==> config.mk <==
export PLATFORM = sky130hd
export DESIGN_NAME = adaptive_pulse_classifier_flat
export DESIGN_NICKNAME = d
export VERILOG_FILES = /design/src/design/apc_pkg.sv /design/src/design/apc_in_if.sv /design/src/design/apc_out_if.sv /design/src/design/apc_dp.sv /design/src/design/apc_ctrl.sv /design/src/design/adaptive_pulse_classifier.sv /design/src/flat_wrapper.sv
export SDC_FILE = /design/constraint.sdc
export NUM_CORES = 2
export LEC_CHECK = 0
export BUFFER_PORTS_ARGS = -buffer_cell sky130_fd_sc_hd__buf_2
export CAP_MARGIN = 20
export CORE_ASPECT_RATIO = 1.4
export CORE_UTILIZATION = 30
export DETAILED_ROUTE_END_ITERATION = 8
export PLACE_DENSITY = 0.47
export SETUP_SLACK_MARGIN = 0.5
export SLEW_MARGIN = 20
export SYNTH_ARGS = -nofsm -noshare
export SYNTH_HDL_FRONTEND = slang
export SYNTH_SLANG_ARGS = --single-unit
==> constraint.sdc <==
create_clock -name i_clk -period 9.3 [get_ports i_clk]
set_input_delay 1.86 -clock i_clk [delete_from_list [all_inputs] [get_ports i_clk]]
set_output_delay 1.86 -clock i_clk [all_outputs]
set_load 0.005 [all_outputs]
==> src/design/apc_pkg.sv <==
`default_nettype none
package apc_pkg;

    localparam int DEFAULT_MAX_CLASSES = 4;
    localparam int DIV_STEPS = 24;
    localparam logic [15:0] RELIABLE_COUNT = 16'd40;
    localparam logic [11:0] DIST_RESET = 12'd32;
    localparam logic [2:0] NCLASS_RESET = 3'd2;
    // exact floor(x / 100) for x below 2^24: x * ceil(2^31 / 100) >> 31
    localparam logic [24:0] RECIP_100 = 25'd21474837;
    localparam int RECIP_SHIFT = 31;

    localparam logic [2:0] REG_NUM_CLASSES = 3'd0;
    localparam logic [2:0] REG_METHOD = 3'd1;
    localparam logic [2:0] REG_BOUND_MODE = 3'd2;
    localparam logic [2:0] REG_DISTANCE = 3'd3;
    localparam logic [2:0] REG_THRESHOLD_0 = 3'd4;
    localparam logic [2:0] REG_THRESHOLD_1 = 3'd5;
    localparam logic [2:0] REG_THRESHOLD_2 = 3'd6;

    localparam logic [1:0] METHOD_ADAPTIVE = 2'd0;
    localparam logic [1:0] METHOD_FIXED = 2'd1;
    localparam logic [1:0] METHOD_MEASURED = 2'd2;

    typedef enum logic [1:0] {
        KIND_NONE,
        KIND_RANGE,
        KIND_MEASURED
    } t_kind;

    typedef enum logic [3:0] {
        ST_IDLE,
        ST_START,
        ST_CLEAR,
        ST_RNG_A,
        ST_RNG_B,
        ST_CHK,
        ST_DECIDE,
        ST_EVAL,
        ST_MUL,
        ST_DINIT,
        ST_DIV,
        ST_WRITE,
        ST_OUT
    } t_state;

    typedef struct packed {
        logic load;
        logic clear;
        logic rng_a;
        logic rng_b;
        logic chk;
        logic shift;
        logic next_idx;
        logic hit;
        logic hit_from_idx;
        logic rd_hit;
        logic mul;
        logic div_init;
        logic div_step;
        logic write;
        logic out_load;
    } t_cmd;

    typedef struct packed {
        logic [1:0] method;
        logic restart;
        logic idx_zero;
        logic idx_last;
        logic cls_last;
        logic pfix;
        logic pin;
        logic l_take;
        logic h_take;
        logic l_meas;
        logic div_last;
        logic out_free;
    } t_status;

endpackage
`default_nettype wire

==> src/design/apc_in_if.sv <==
`default_nettype none
interface apc_in_if;
    logic valid;
    logic ready;
    logic [15:0] pulse_len;
    logic restart;
    modport source (output valid, output pulse_len, output restart, input ready);
    modport sink (input valid, input pulse_len, input restart, output ready);
endinterface
`default_nettype wire

==> src/design/apc_out_if.sv <==
`default_nettype none
interface apc_out_if;
    logic valid;
    logic ready;
    logic recognised;
    logic [1:0] pulse_class;
    logic [15:0] class_average;
    modport source (output valid, output recognised, output pulse_class,
                    output class_average, input ready);
    modport sink (input valid, input recognised, input pulse_class,
                  input class_average, output ready);
endinterface
`default_nettype wire

==> src/design/apc_dp.sv <==
`default_nettype none
module apc_dp #(
    parameter int MAX_CLASSES = apc_pkg::DEFAULT_MAX_CLASSES
) (
    input  wire logic            i_clk,
    input  wire logic            i_rst_n,
    input  wire logic            i_cfg_we,
    input  wire logic [2:0]      i_cfg_idx,
    input  wire logic [15:0]     i_cfg_wdata,
    input  wire logic [15:0]     i_pulse_len,
    input  wire logic            i_restart,
    input  wire apc_pkg::t_cmd   i_cmd,
    output apc_pkg::t_status     o_status,
    input  wire logic            i_out_ready,
    output logic                 o_out_valid,
    output logic                 o_recognised,
    output logic [1:0]           o_pulse_class,
    output logic [15:0]          o_class_average
);
    import apc_pkg::*;

    localparam int CW = (MAX_CLASSES > 2) ? $clog2(MAX_CLASSES) : 1;

    // configuration
    logic [2:0]  r_nclass;
    logic [1:0]  r_method;
    logic        r_bmode;
    logic [11:0] r_dist;
    logic [15:0] r_thr0, r_thr1, r_thr2;

    // per class statistics
    logic [15:0] r_min [MAX_CLASSES];
    logic [15:0] r_max [MAX_CLASSES];
    logic [15:0] r_cnt [MAX_CLASSES];
    logic [23:0] r_avg [MAX_CLASSES];

    // item and walk state
    logic [15:0] r_p;
    logic        r_restart;
    logic [CW-1:0] r_idx, r_cls, r_hcls;
    logic        r_hit;
    logic [23:0] r_lo_num, r_hi_num;
    logic [15:0] r_flo, r_fhi;
    t_kind       r_pk, r_lk;
    logic signed [16:0] r_pd, r_ld;
    logic        r_pfix, r_pin;

    // average update
    logic [39:0] r_prod;
    logic [16:0] r_rem, r_div;
    logic [23:0] r_quo;
    logic [4:0]  r_step;

    // output register
    logic        r_ovalid, r_orec;
    logic [1:0]  r_ocls;
    logic [15:0] r_oavg;

    function automatic logic [15:0] thr_at(input logic [3:0] k, input logic [15:0] t0,
                                           input logic [15:0] t1, input logic [15:0] t2);
        logic [15:0] v;
        case (k)
            4'd0:    v = t0;
            4'd1:    v = t1;
            4'd2:    v = t2;
            default: v = 16'd0;
        endcase
        return v;
    endfunction

    function automatic logic [15:0] div100_clamp(input logic [23:0] x);
        logic [48:0] pr;
        logic [17:0] q;
        pr = 49'(x) * 49'(RECIP_100);
        q = pr[RECIP_SHIFT+17:RECIP_SHIFT];
        return (q > 18'd65535) ? 16'hFFFF : q[15:0];
    endfunction

    // effective class count
    logic [3:0] nc, n_eff, n_last, idx_ext, cls_ext;
    always_comb begin
        nc = {1'b0, r_nclass};
        if (nc < 4'd2) n_eff = 4'd2;
        else if (nc > 4'(MAX_CLASSES)) n_eff = 4'(MAX_CLASSES);
        else n_eff = nc;
        n_last = n_eff - 4'd1;
        idx_ext = 4'(r_idx);
        cls_ext = 4'(r_cls);
    end

    // single stats read port
    logic [CW-1:0] rd_idx;
    logic [15:0] rd_min, rd_max, rd_cnt;
    logic [23:0] rd_avg;
    always_comb begin
        rd_idx = i_cmd.rd_hit ? r_hcls : r_idx;
        rd_min = r_min[rd_idx];
        rd_max = r_max[rd_idx];
        rd_cnt = r_cnt[rd_idx];
        rd_avg = r_avg[rd_idx];
    end

    // fixed range numerators
    logic [15:0] ta, tb;
    logic [23:0] lo_num, hi_num;
    always_comb begin
        ta = thr_at(idx_ext - 4'd1, r_thr0, r_thr1, r_thr2);
        tb = thr_at(idx_ext, r_thr0, r_thr1, r_thr2);
        if (idx_ext == 4'd0) begin
            lo_num = 24'(tb) * 24'd51;
            hi_num = 24'(tb) * 24'd96;
        end else if (idx_ext == n_last) begin
            lo_num = 24'(thr_at(n_eff - 4'd2, r_thr0, r_thr1, r_thr2)) * 24'd104;
            hi_num = 24'(thr_at(n_eff - 4'd2, r_thr0, r_thr1, r_thr2)) * 24'd156;
        end else begin
            lo_num = 24'(ta) * 24'd92 + 24'(tb) * 24'd8;
            hi_num = 24'(ta) * 24'd8 + 24'(tb) * 24'd92;
        end
    end

    // probe of one class
    logic [16:0] m_lo, m_hi, avg_int;
    logic        fix_hit, in_win;
    t_kind       pk;
    logic signed [16:0] pd;
    always_comb begin
        fix_hit = (r_p >= r_flo) && (r_p <= r_fhi);
        in_win = (r_p >= rd_min) && (r_p <= rd_max);
        avg_int = {1'b0, rd_avg[23:8]};
        if (!r_bmode) begin
            m_lo = ({1'b0, rd_min} > 17'(r_dist)) ? {1'b0, rd_min} - 17'(r_dist) : 17'd0;
            m_hi = {1'b0, rd_max} + 17'(r_dist);
        end else begin
            m_lo = (avg_int > 17'(r_dist)) ? avg_int - 17'(r_dist) : 17'd0;
            m_hi = avg_int + 17'(r_dist);
        end
        pk = KIND_NONE;
        pd = '0;
        if (rd_cnt < RELIABLE_COUNT) begin
            pk = fix_hit ? KIND_RANGE : KIND_NONE;
        end else if (in_win) begin
            pk = KIND_MEASURED;
        end else if (r_p < rd_min && {1'b0, r_p} >= m_lo) begin
            pk = KIND_MEASURED;
            pd = $signed({1'b0, r_p}) - $signed({1'b0, rd_min});
        end else if (r_p > rd_max && {1'b0, r_p} <= m_hi) begin
            pk = KIND_MEASURED;
            pd = $signed({1'b0, r_p}) - $signed({1'b0, rd_max});
        end
    end

    logic signed [17:0] dsum;
    logic [17:0] trial;
    logic [40:0] dvd;
    always_comb begin
        dsum = 18'(r_ld) + 18'(r_pd);
        trial = {r_rem, r_quo[23]};
        dvd = 41'(r_prod) + {17'd0, r_p, 8'd0};
    end

    always_comb begin
        o_status.method = r_method;
        o_status.restart = r_restart;
        o_status.idx_zero = (r_idx == '0);
        o_status.idx_last = (idx_ext == n_last);
        o_status.cls_last = (cls_ext == n_last);
        o_status.pfix = r_pfix;
        o_status.pin = r_pin;
        o_status.l_take = (r_lk == KIND_RANGE) || (r_lk == KIND_MEASURED && r_ld < 0);
        o_status.h_take = (r_lk == KIND_MEASURED) &&
                          ((r_pk == KIND_NONE) || (r_pk == KIND_MEASURED && dsum < 0));
        o_status.l_meas = (r_lk == KIND_MEASURED);
        o_status.div_last = (r_step == 5'(DIV_STEPS - 1));
        o_status.out_free = !r_ovalid || i_out_ready;
    end

    // config registers
    always_ff @(posedge i_clk) begin
        if (!i_rst_n) begin
            r_nclass <= NCLASS_RESET;
            r_method <= METHOD_ADAPTIVE;
            r_bmode <= 1'b0;
            r_dist <= DIST_RESET;
            r_thr0 <= '0;
            r_thr1 <= '0;
            r_thr2 <= '0;
        end else if (i_cfg_we) begin
            case (i_cfg_idx)
                REG_NUM_CLASSES: r_nclass <= i_cfg_wdata[2:0];
                REG_METHOD:      r_method <= i_cfg_wdata[1:0];
                REG_BOUND_MODE:  r_bmode <= i_cfg_wdata[0];
                REG_DISTANCE:    r_dist <= i_cfg_wdata[11:0];
                REG_THRESHOLD_0: r_thr0 <= i_cfg_wdata;
                REG_THRESHOLD_1: r_thr1 <= i_cfg_wdata;
                REG_THRESHOLD_2: r_thr2 <= i_cfg_wdata;
                default: ;
            endcase
        end
    end

    // statistics
    always_ff @(posedge i_clk) begin
        if (!i_rst_n || i_cmd.clear) begin
            for (int i = 0; i < MAX_CLASSES; i++) begin
                r_min[i] <= 16'hFFFF;
                r_max[i] <= '0;
                r_cnt[i] <= '0;
                r_avg[i] <= '0;
            end
        end else if (i_cmd.write) begin
            if (rd_min > r_p) r_min[r_hcls] <= r_p;
            if (rd_max < r_p) r_max[r_hcls] <= r_p;
            r_avg[r_hcls] <= r_quo;
            if (rd_cnt != 16'hFFFF) r_cnt[r_hcls] <= rd_cnt + 16'd1;
        end
    end

    // walk and divider state
    always_ff @(posedge i_clk) begin
        if (!i_rst_n) begin
            r_hit <= 1'b0;
            r_idx <= '0;
            r_cls <= '0;
            r_hcls <= '0;
            r_restart <= 1'b0;
            r_step <= '0;
        end else begin
            if (i_cmd.load) begin
                r_p <= i_pulse_len;
                r_restart <= i_restart;
                r_hit <= 1'b0;
                r_idx <= '0;
                r_cls <= '0;
                r_hcls <= '0;
            end
            if (i_cmd.rng_a) begin
                r_lo_num <= lo_num;
                r_hi_num <= hi_num;
            end
            if (i_cmd.rng_b) begin
                r_flo <= div100_clamp(r_lo_num);
                r_fhi <= div100_clamp(r_hi_num);
            end
            if (i_cmd.chk) begin
                r_pk <= pk;
                r_pd <= pd;
                r_pfix <= fix_hit;
                r_pin <= in_win;
            end
            if (i_cmd.shift) begin
                r_lk <= r_pk;
                r_ld <= r_pd;
                r_cls <= r_idx;
            end
            if (i_cmd.next_idx) r_idx <= r_idx + 1'b1;
            if (i_cmd.hit) begin
                r_hit <= 1'b1;
                r_hcls <= i_cmd.hit_from_idx ? r_idx : r_cls;
            end
            if (i_cmd.mul) begin
                r_prod <= 40'(rd_avg) * 40'(rd_cnt);
                r_div <= 17'(rd_cnt) + 17'd1;
            end
            if (i_cmd.div_init) begin
                r_rem <= dvd[40:24];
                r_quo <= dvd[23:0];
                r_step <= '0;
            end
            if (i_cmd.div_step) begin
                if (trial >= 18'(r_div)) begin
                    r_rem <= 17'(trial - 18'(r_div));
                    r_quo <= {r_quo[22:0], 1'b1};
                end else begin
                    r_rem <= trial[16:0];
                    r_quo <= {r_quo[22:0], 1'b0};
                end
                r_step <= r_step + 5'd1;
            end
        end
    end

    // output register
    logic [CW:0] hcls_ext;
    assign hcls_ext = {1'b0, r_hcls};
    always_ff @(posedge i_clk) begin
        if (!i_rst_n) begin
            r_ovalid <= 1'b0;
        end else if (i_cmd.out_load) begin
            r_ovalid <= 1'b1;
            r_orec <= r_hit;
            r_ocls <= r_hit ? hcls_ext[1:0] : 2'd0;
            r_oavg <= r_hit ? rd_avg[23:8] : 16'd0;
        end else if (i_out_ready) begin
            r_ovalid <= 1'b0;
        end
    end

    assign o_out_valid = r_ovalid;
    assign o_recognised = r_orec;
    assign o_pulse_class = r_ocls;
    assign o_class_average = r_oavg;
endmodule
`default_nettype wire

==> src/design/apc_ctrl.sv <==
`default_nettype none
module apc_ctrl (
    input  wire logic              i_clk,
    input  wire logic              i_rst_n,
    input  wire logic              i_in_valid,
    output logic                   o_in_ready,
    input  wire apc_pkg::t_status  i_status,
    output apc_pkg::t_cmd          o_cmd
);
    import apc_pkg::*;

    t_state r_state, n_state;

    always_ff @(posedge i_clk) begin
        if (!i_rst_n) r_state <= ST_IDLE;
        else r_state <= n_state;
    end

    always_comb begin
        n_state = r_state;
        o_cmd = '0;
        o_in_ready = 1'b0;
        case (r_state)
            ST_IDLE: begin
                o_in_ready = 1'b1;
                if (i_in_valid) begin
                    o_cmd.load = 1'b1;
                    n_state = ST_START;
                end
            end
            ST_START: begin
                if (i_status.restart) n_state = ST_CLEAR;
                else if (i_status.method inside {METHOD_ADAPTIVE, METHOD_FIXED,
                                                 METHOD_MEASURED}) n_state = ST_RNG_A;
                else n_state = ST_OUT;
            end
            ST_CLEAR: begin
                o_cmd.clear = 1'b1;
                n_state = ST_OUT;
            end
            ST_RNG_A: begin
                o_cmd.rng_a = 1'b1;
                n_state = ST_RNG_B;
            end
            ST_RNG_B: begin
                o_cmd.rng_b = 1'b1;
                n_state = ST_CHK;
            end
            ST_CHK: begin
                o_cmd.chk = 1'b1;
                n_state = ST_DECIDE;
            end
            ST_DECIDE: begin
                case (i_status.method)
                    METHOD_FIXED: begin
                        if (i_status.pfix) begin
                            o_cmd.hit = 1'b1;
                            o_cmd.hit_from_idx = 1'b1;
                            n_state = ST_MUL;
                        end else if (i_status.idx_last) begin
                            n_state = ST_OUT;
                        end else begin
                            o_cmd.next_idx = 1'b1;
                            n_state = ST_RNG_A;
                        end
                    end
                    METHOD_MEASURED: begin
                        if (i_status.pin) begin
                            o_cmd.hit = 1'b1;
                            o_cmd.hit_from_idx = 1'b1;
                            n_state = ST_OUT;
                        end else if (i_status.idx_last) begin
                            n_state = ST_OUT;
                        end else begin
                            o_cmd.next_idx = 1'b1;
                            n_state = ST_RNG_A;
                        end
                    end
                    default: begin
                        // adaptive: first probe just primes the lower class
                        if (!i_status.idx_zero && i_status.h_take) begin
                            o_cmd.hit = 1'b1;
                            n_state = ST_MUL;
                        end else begin
                            o_cmd.shift = 1'b1;
                            n_state = ST_EVAL;
                        end
                    end
                endcase
            end
            ST_EVAL: begin
                if (i_status.l_take) begin
                    o_cmd.hit = 1'b1;
                    n_state = ST_MUL;
                end else if (i_status.cls_last) begin
                    if (i_status.l_meas) begin
                        o_cmd.hit = 1'b1;
                        n_state = ST_MUL;
                    end else begin
                        n_state = ST_OUT;
                    end
                end else begin
                    o_cmd.next_idx = 1'b1;
                    n_state = ST_RNG_A;
                end
            end
            ST_MUL: begin
                o_cmd.rd_hit = 1'b1;
                o_cmd.mul = 1'b1;
                n_state = ST_DINIT;
            end
            ST_DINIT: begin
                o_cmd.div_init = 1'b1;
                n_state = ST_DIV;
            end
            ST_DIV: begin
                o_cmd.div_step = 1'b1;
                if (i_status.div_last) n_state = ST_WRITE;
            end
            ST_WRITE: begin
                o_cmd.rd_hit = 1'b1;
                o_cmd.write = 1'b1;
                n_state = ST_OUT;
            end
            ST_OUT: begin
                o_cmd.rd_hit = 1'b1;
                if (i_status.out_free) begin
                    o_cmd.out_load = 1'b1;
                    n_state = ST_IDLE;
                end
            end
            default: n_state = ST_IDLE;
        endcase
    end
endmodule
`default_nettype wire

==> src/design/adaptive_pulse_classifier.sv <==
`default_nettype none
// adaptive tape pulse classifier
// input channel i_in carries a pulse length and a restart flag; one transfer
// gives exactly one transfer on output channel o_res (recognised, class,
// integer part of that class's running average)
// restart clears all class statistics and answers "not recognised"
// configuration registers are written through i_cfg_we / i_cfg_idx /
// i_cfg_wdata while no item is in flight
// one item at a time: accept and start, then for each class probed the range
// numerators, reciprocal divide by 100, window check and decision, plus in
// adaptive mode the weighing against the class below; on a match with update
// the multiply and the 24-step restoring divide that form the new 16.8
// average; last the output register is loaded
// the output register holds a result until the receiver takes it; the next
// item is accepted meanwhile and parks before its own output load
// synchronous reset returns registers to their defaults and clears stats
module adaptive_pulse_classifier #(
    parameter int MAX_CLASSES = apc_pkg::DEFAULT_MAX_CLASSES
) (
    input  wire logic          i_clk,
    input  wire logic          i_rst_n,
    input  wire logic          i_cfg_we,
    input  wire logic [2:0]    i_cfg_idx,
    input  wire logic [15:0]   i_cfg_wdata,
    apc_in_if.sink             i_in,
    apc_out_if.source          o_res
);
    import apc_pkg::*;

    t_cmd    cmd;
    t_status status;

    // sequencer for the class walk and the average update
    apc_ctrl u_ctrl (
        .i_clk      (i_clk),
        .i_rst_n    (i_rst_n),
        .i_in_valid (i_in.valid),
        .o_in_ready (i_in.ready),
        .i_status   (status),
        .o_cmd      (cmd)
    );

    // statistics, range arithmetic, divider and output register
    apc_dp #(
        .MAX_CLASSES (MAX_CLASSES)
    ) u_dp (
        .i_clk           (i_clk),
        .i_rst_n         (i_rst_n),
        .i_cfg_we        (i_cfg_we),
        .i_cfg_idx       (i_cfg_idx),
        .i_cfg_wdata     (i_cfg_wdata),
        .i_pulse_len     (i_in.pulse_len),
        .i_restart       (i_in.restart),
        .i_cmd           (cmd),
        .o_status        (status),
        .i_out_ready     (o_res.ready),
        .o_out_valid     (o_res.valid),
        .o_recognised    (o_res.recognised),
        .o_pulse_class   (o_res.pulse_class),
        .o_class_average (o_res.class_average)
    );
endmodule
`default_nettype wire

==> src/flat_wrapper.sv <==
// flat-port wrapper written by rule: the top's interface ports become plain ports
module adaptive_pulse_classifier_flat import apc_pkg::*;
#(
    parameter int MAX_CLASSES = apc_pkg::DEFAULT_MAX_CLASSES
)
  (i_clk, i_rst_n, i_cfg_we, i_cfg_idx, i_cfg_wdata, i_in_valid, i_in_pulse_len, i_in_restart, i_in_ready, o_res_valid, o_res_recognised, o_res_pulse_class, o_res_class_average, o_res_ready);
  apc_in_if i_in_i ();
  apc_out_if o_res_i ();
  input  wire logic i_clk;
  input  wire logic i_rst_n;
  input  wire logic i_cfg_we;
  input  wire logic [2:0] i_cfg_idx;
  input  wire logic [15:0] i_cfg_wdata;
  input wire logic [$bits(i_in_i.valid)-1:0] i_in_valid;
  input wire logic [$bits(i_in_i.pulse_len)-1:0] i_in_pulse_len;
  input wire logic [$bits(i_in_i.restart)-1:0] i_in_restart;
  output wire logic [$bits(i_in_i.ready)-1:0] i_in_ready;
  output wire logic [$bits(o_res_i.valid)-1:0] o_res_valid;
  output wire logic [$bits(o_res_i.recognised)-1:0] o_res_recognised;
  output wire logic [$bits(o_res_i.pulse_class)-1:0] o_res_pulse_class;
  output wire logic [$bits(o_res_i.class_average)-1:0] o_res_class_average;
  input wire logic [$bits(o_res_i.ready)-1:0] o_res_ready;
  assign i_in_i.valid = i_in_valid;
  assign i_in_i.pulse_len = i_in_pulse_len;
  assign i_in_i.restart = i_in_restart;
  assign i_in_ready = i_in_i.ready;
  assign o_res_valid = o_res_i.valid;
  assign o_res_recognised = o_res_i.recognised;
  assign o_res_pulse_class = o_res_i.pulse_class;
  assign o_res_class_average = o_res_i.class_average;
  assign o_res_i.ready = o_res_ready;
  adaptive_pulse_classifier #(.MAX_CLASSES(MAX_CLASSES)) u_core (.i_clk(i_clk), .i_rst_n(i_rst_n), .i_cfg_we(i_cfg_we), .i_cfg_idx(i_cfg_idx), .i_cfg_wdata(i_cfg_wdata), .i_in(i_in_i), .o_res(o_res_i));
endmodule
==> flow_metrics.py <==
metrics = {
    "global_routing": {
        "grt_pass1_wl_um": 366000,
        "grt_overflow": 0,
        "grt_max_degree": 80,
        "antenna_found_initial": 19,
        "grtUsageTotal": 0.195,
        "grt_pass1_vias": 57800,
    },
    "layout": {
        "drive_gt1_frac": 0.0748,
        "final_area_um2": 83100,
        "layout.nets": 9707,
        "areaGrowthSynthToFinish_pct": 11.0,
    },
    "job": {
        "drv_cap": 0,
    },
    "timing": {
        "setup_viol": 0,
        "fin_setup_tns_ns": 0,
        "slew_violations": 0,
        "rsz0062_at_grt": "yes",
        "max_freq_mhz": 117,
        "tightestPinTransition_ns": 1.16,
        "slew_headroom": 0.222,
        "fin_crit_sh": 0.923,
        "finalHoldViolCount": 0,
        "finalCriticalPeriod_ns": 8.58,
        "skew_ns": 0.0582,
    },
    "cts": {
        "cts_tree": "yes",
        "root_buffer": "clkbuf_16",
        "clk_pin_slew_worst_paths_ns": 0.06,
        "numCtsBuffers": 72,
        "clk_latency_ns": 0.70,
        "h-tree-depth": 3,
        "hold_buffers": 0,
        "cts.sinks": 623,
        "cts_buffer_depth": 3,
    },
    "setup_path": {
        "worst-setup-path-type": "reg -> reg",
        "r2r-start": "u_core.u_ctrl.r_state[1]",
        "crit_path_frequent_cell": "fa_1",
        "crit_path_end_kind": "flip-flop",
        "startpoint_type": "flip-flop",
        "max_stage_delay_ns": 0.57,
        "cp-startpoint": "u_core.u_ctrl.r_state[1]",
        "crit_family": "adder cells",
        "cp.required_ns": 9.72,
        "crit_buf_inv": 5,
        "crit_slowest_cell": "fa_1",
        "critPathArrivalTime_ns": 9.01,
        "crit_fanout": 11,
    },
    "run_status": {
        "run_status": "complete, but fails checks",
        "violations": "design-rule violations",
    },
    "floorplanning": {
        "ioPinCount": 62,
        "initial_core_util": 0.302,
        "core_um2": 248000,
        "die_area_um2": 252000,
        "dieHeight_um": 593,
        "rows": 216,
        "die_w_um": 424,
    },
    "route": {
        "vias": 55000,
        "drt-total-wl_um": 246000,
        "viasPerCell": 4.93,
        "drtIter0Drc": 3106,
        "drc_errors": 12,
        "drt.antenna.violating_nets": 0,
        "wl_per_cell_um": 22.1,
        "drt_first_pass_iters": 9,
    },
    "synth": {
        "ys_types": 107,
        "ys_ff_latch": 623,
        "synthCells": 7670,
        "synthFlopType": "edfxtp_1",
        "synth-edff-count": 539,
        "async_flop_share": 0,
        "synth_area_um2": 74900,
        "syn_nets": 9575,
        "ys_seq_area_frac": 0.239,
        "synth-warning-count": 0,
        "syn_area_per_cell_um2": 9.76,
    },
    "placed_design": {
        "place_hpwl_um": 198000,
        "gp_congestion": 0.919,
        "dpl_cell_area_um2": 80000,
        "portBuffers": 61,
    },
    "hold_path": {
        "hp-start": "u_core.u_dp.r_pd[0]",
        "min_path_type": "reg -> reg",
    },
}
[metal layers]
layer	vias up	routed length, µm	GRT usage
li1	25600	-	-
met1	27800	101000	0.234
met2	1165	125000	0.354
met3	356	10300	0.0230
met4	12	9930	0.0725
met5	-	66	0
[layout by cell type (no fill, tap or decap), drive strengths merged, types with 60 or more instances in the layout]
cell    synthesis  final
inv          1436   1436
ha           1032   1032
fa            832    832
nand2         745    745
edfxtp        539    539
nor2          477    477
a21oi         360    360
buf            53    256
xnor2         210    210
o21ai         195    195
mux2i         178    179
and2          169    169
a21o          118    118
xor2           91     91
or3            91     91
nor3           90     90
dfxtp          84     84
clkbuf        148     84
nand3          69     69
mux2           60     60
[cell families after synthesis]
| logic type | Yosys count | synth area share |
|---|---|---|
| multiplexers | 238 | 0.0338 |
| AO/OA/AOI/OAI | 1094 | 0.0941 |
| adder cells (fa/ha/maj) | 1864 | 0.395 |
| flip-flops | 623 | 0.239 |
| XOR/XNOR | 301 | 0.0354 |
| buffers and inverters | 1639 | 0.0842 |
| AND/OR/NAND/NOR | 1911 | 0.119 |
[area by class of cell]
type / count / area, µm²
clock inverters: 50 / 672
flip-flops and latches: 623 / 17900
well taps: 3270 / 4090
clock buffers: 83 / 1920
inverters: 1438 / 5430
diodes: 11 / 27.5
fillers: 25400 / 165000
repair buffers: 257 / 1930
multi-input cells: 5410 / 51100
[timing repair]
item	4_1_cts	5_1_grt
gates resized for setup	7	33
pin swaps	1	4
buffers inserted	2	23
setup endpoints to repair	8	15
gates cloned	1	3
[worst paths after layout]
check                                 to  depth (start not counted)  slack [ns]
setup / recovery  u_core.u_dp.r_prod[37]                         28        0.72
hold / removal       u_core.u_dp.r_ld[0]                          0        0.46
setup reg to reg  u_core.u_dp.r_prod[37]                         28        0.72
hold reg to reg      u_core.u_dp.r_ld[0]                          0        0.46
[worst register-to-register path: cells and delay by family, from the launching register on]
| kind | cells | cell delay (ns) |
|---|---|---|
| and+or+nand+nor | 3 | 0.67 |
| AOI/OAI and AO/OA | 10 | 2.44 |
| xor gates and xnor gates | 1 | 0.14 |
| adders and majority gates | 7 | 3.38 |
| buffers and inverters | 5 | 0.74 |
| muxes | 2 | 0.58 |
| DFF | 1 | 0.39 |
[stage by stage]
stage | hold WS (ns) | cells | util | setup slack (ns)
finish | 0.456 | 11100 | 0.335 | 0.716
global route | 0.474 | 11100 | 0.335 | 0.467
CTS | 0.455 | 11100 | 0.333 | 0.501
detailed placement | 0.441 | 11000 | 0.323 | 0.106
global placement | 0.437 | 11000 | 0.323 | 0.148
floorplan | 0.421 | 7670 | - | 1.12
[synth_stat cells (44+ instances only)]
cell type	n	share of area
nor2_1	476	0.024
and2_1	167	0.014
dfxtp_1	84	0.022
mux2i_1	169	0.023
clkbuf_1	148	0.0074
nand2_1	741	0.037
mux2_2	56	0.0084
xnor2_1	209	0.024
fa_1	832	0.22
nor2b_1	59	0.0049
nand3_1	68	0.0045
nor3_1	87	0.0058
a21oi_1	359	0.024
a211oi_1	58	0.0058
or3_1	91	0.0076
xor2_1	90	0.011
o21ai_0	191	0.013
a21o_1	118	0.012
inv_1	1433	0.072
nand4_1	44	0.0037
edfxtp_1	539	0.22
o21a_1	48	0.0048
nand2b_1	55	0.0046
ha_1	1032	0.17
a31oi_1	46	0.0038
[sequential cells by signal (all words and copies together) (netlist names), 5 cells and up]
| register | count |
|---|---|
| u_core.u_dp.r_lo_num | 24 |
| u_core.u_dp.r_dist | 12 |
| u_core.u_dp.r_max | 64 |
| u_core.u_dp.r_min | 64 |
| u_core.u_dp.r_hi_num | 22 |
| u_core.u_dp.r_div | 17 |
| u_core.u_dp.o_class_average | 16 |
| u_core.u_dp.r_step | 5 |
| u_core.u_dp.r_flo | 16 |
| u_core.u_dp.r_quo | 24 |
| u_core.u_dp.r_thr0 | 16 |
| u_core.u_dp.r_p | 16 |
| u_core.u_dp.r_prod | 40 |
| u_core.u_dp.r_avg | 96 |
| u_core.u_dp.r_rem | 17 |
| u_core.u_dp.r_thr1 | 16 |
| u_core.u_dp.r_thr2 | 16 |
| u_core.u_dp.r_fhi | 16 |
| u_core.u_dp.r_cnt | 64 |
| u_core.u_dp.r_ld | 17 |
| u_core.u_dp.r_pd | 17 |
Power is not shown: default switching activity piles up to over one toggle a cycle in this logic, so the estimate is an artifact.
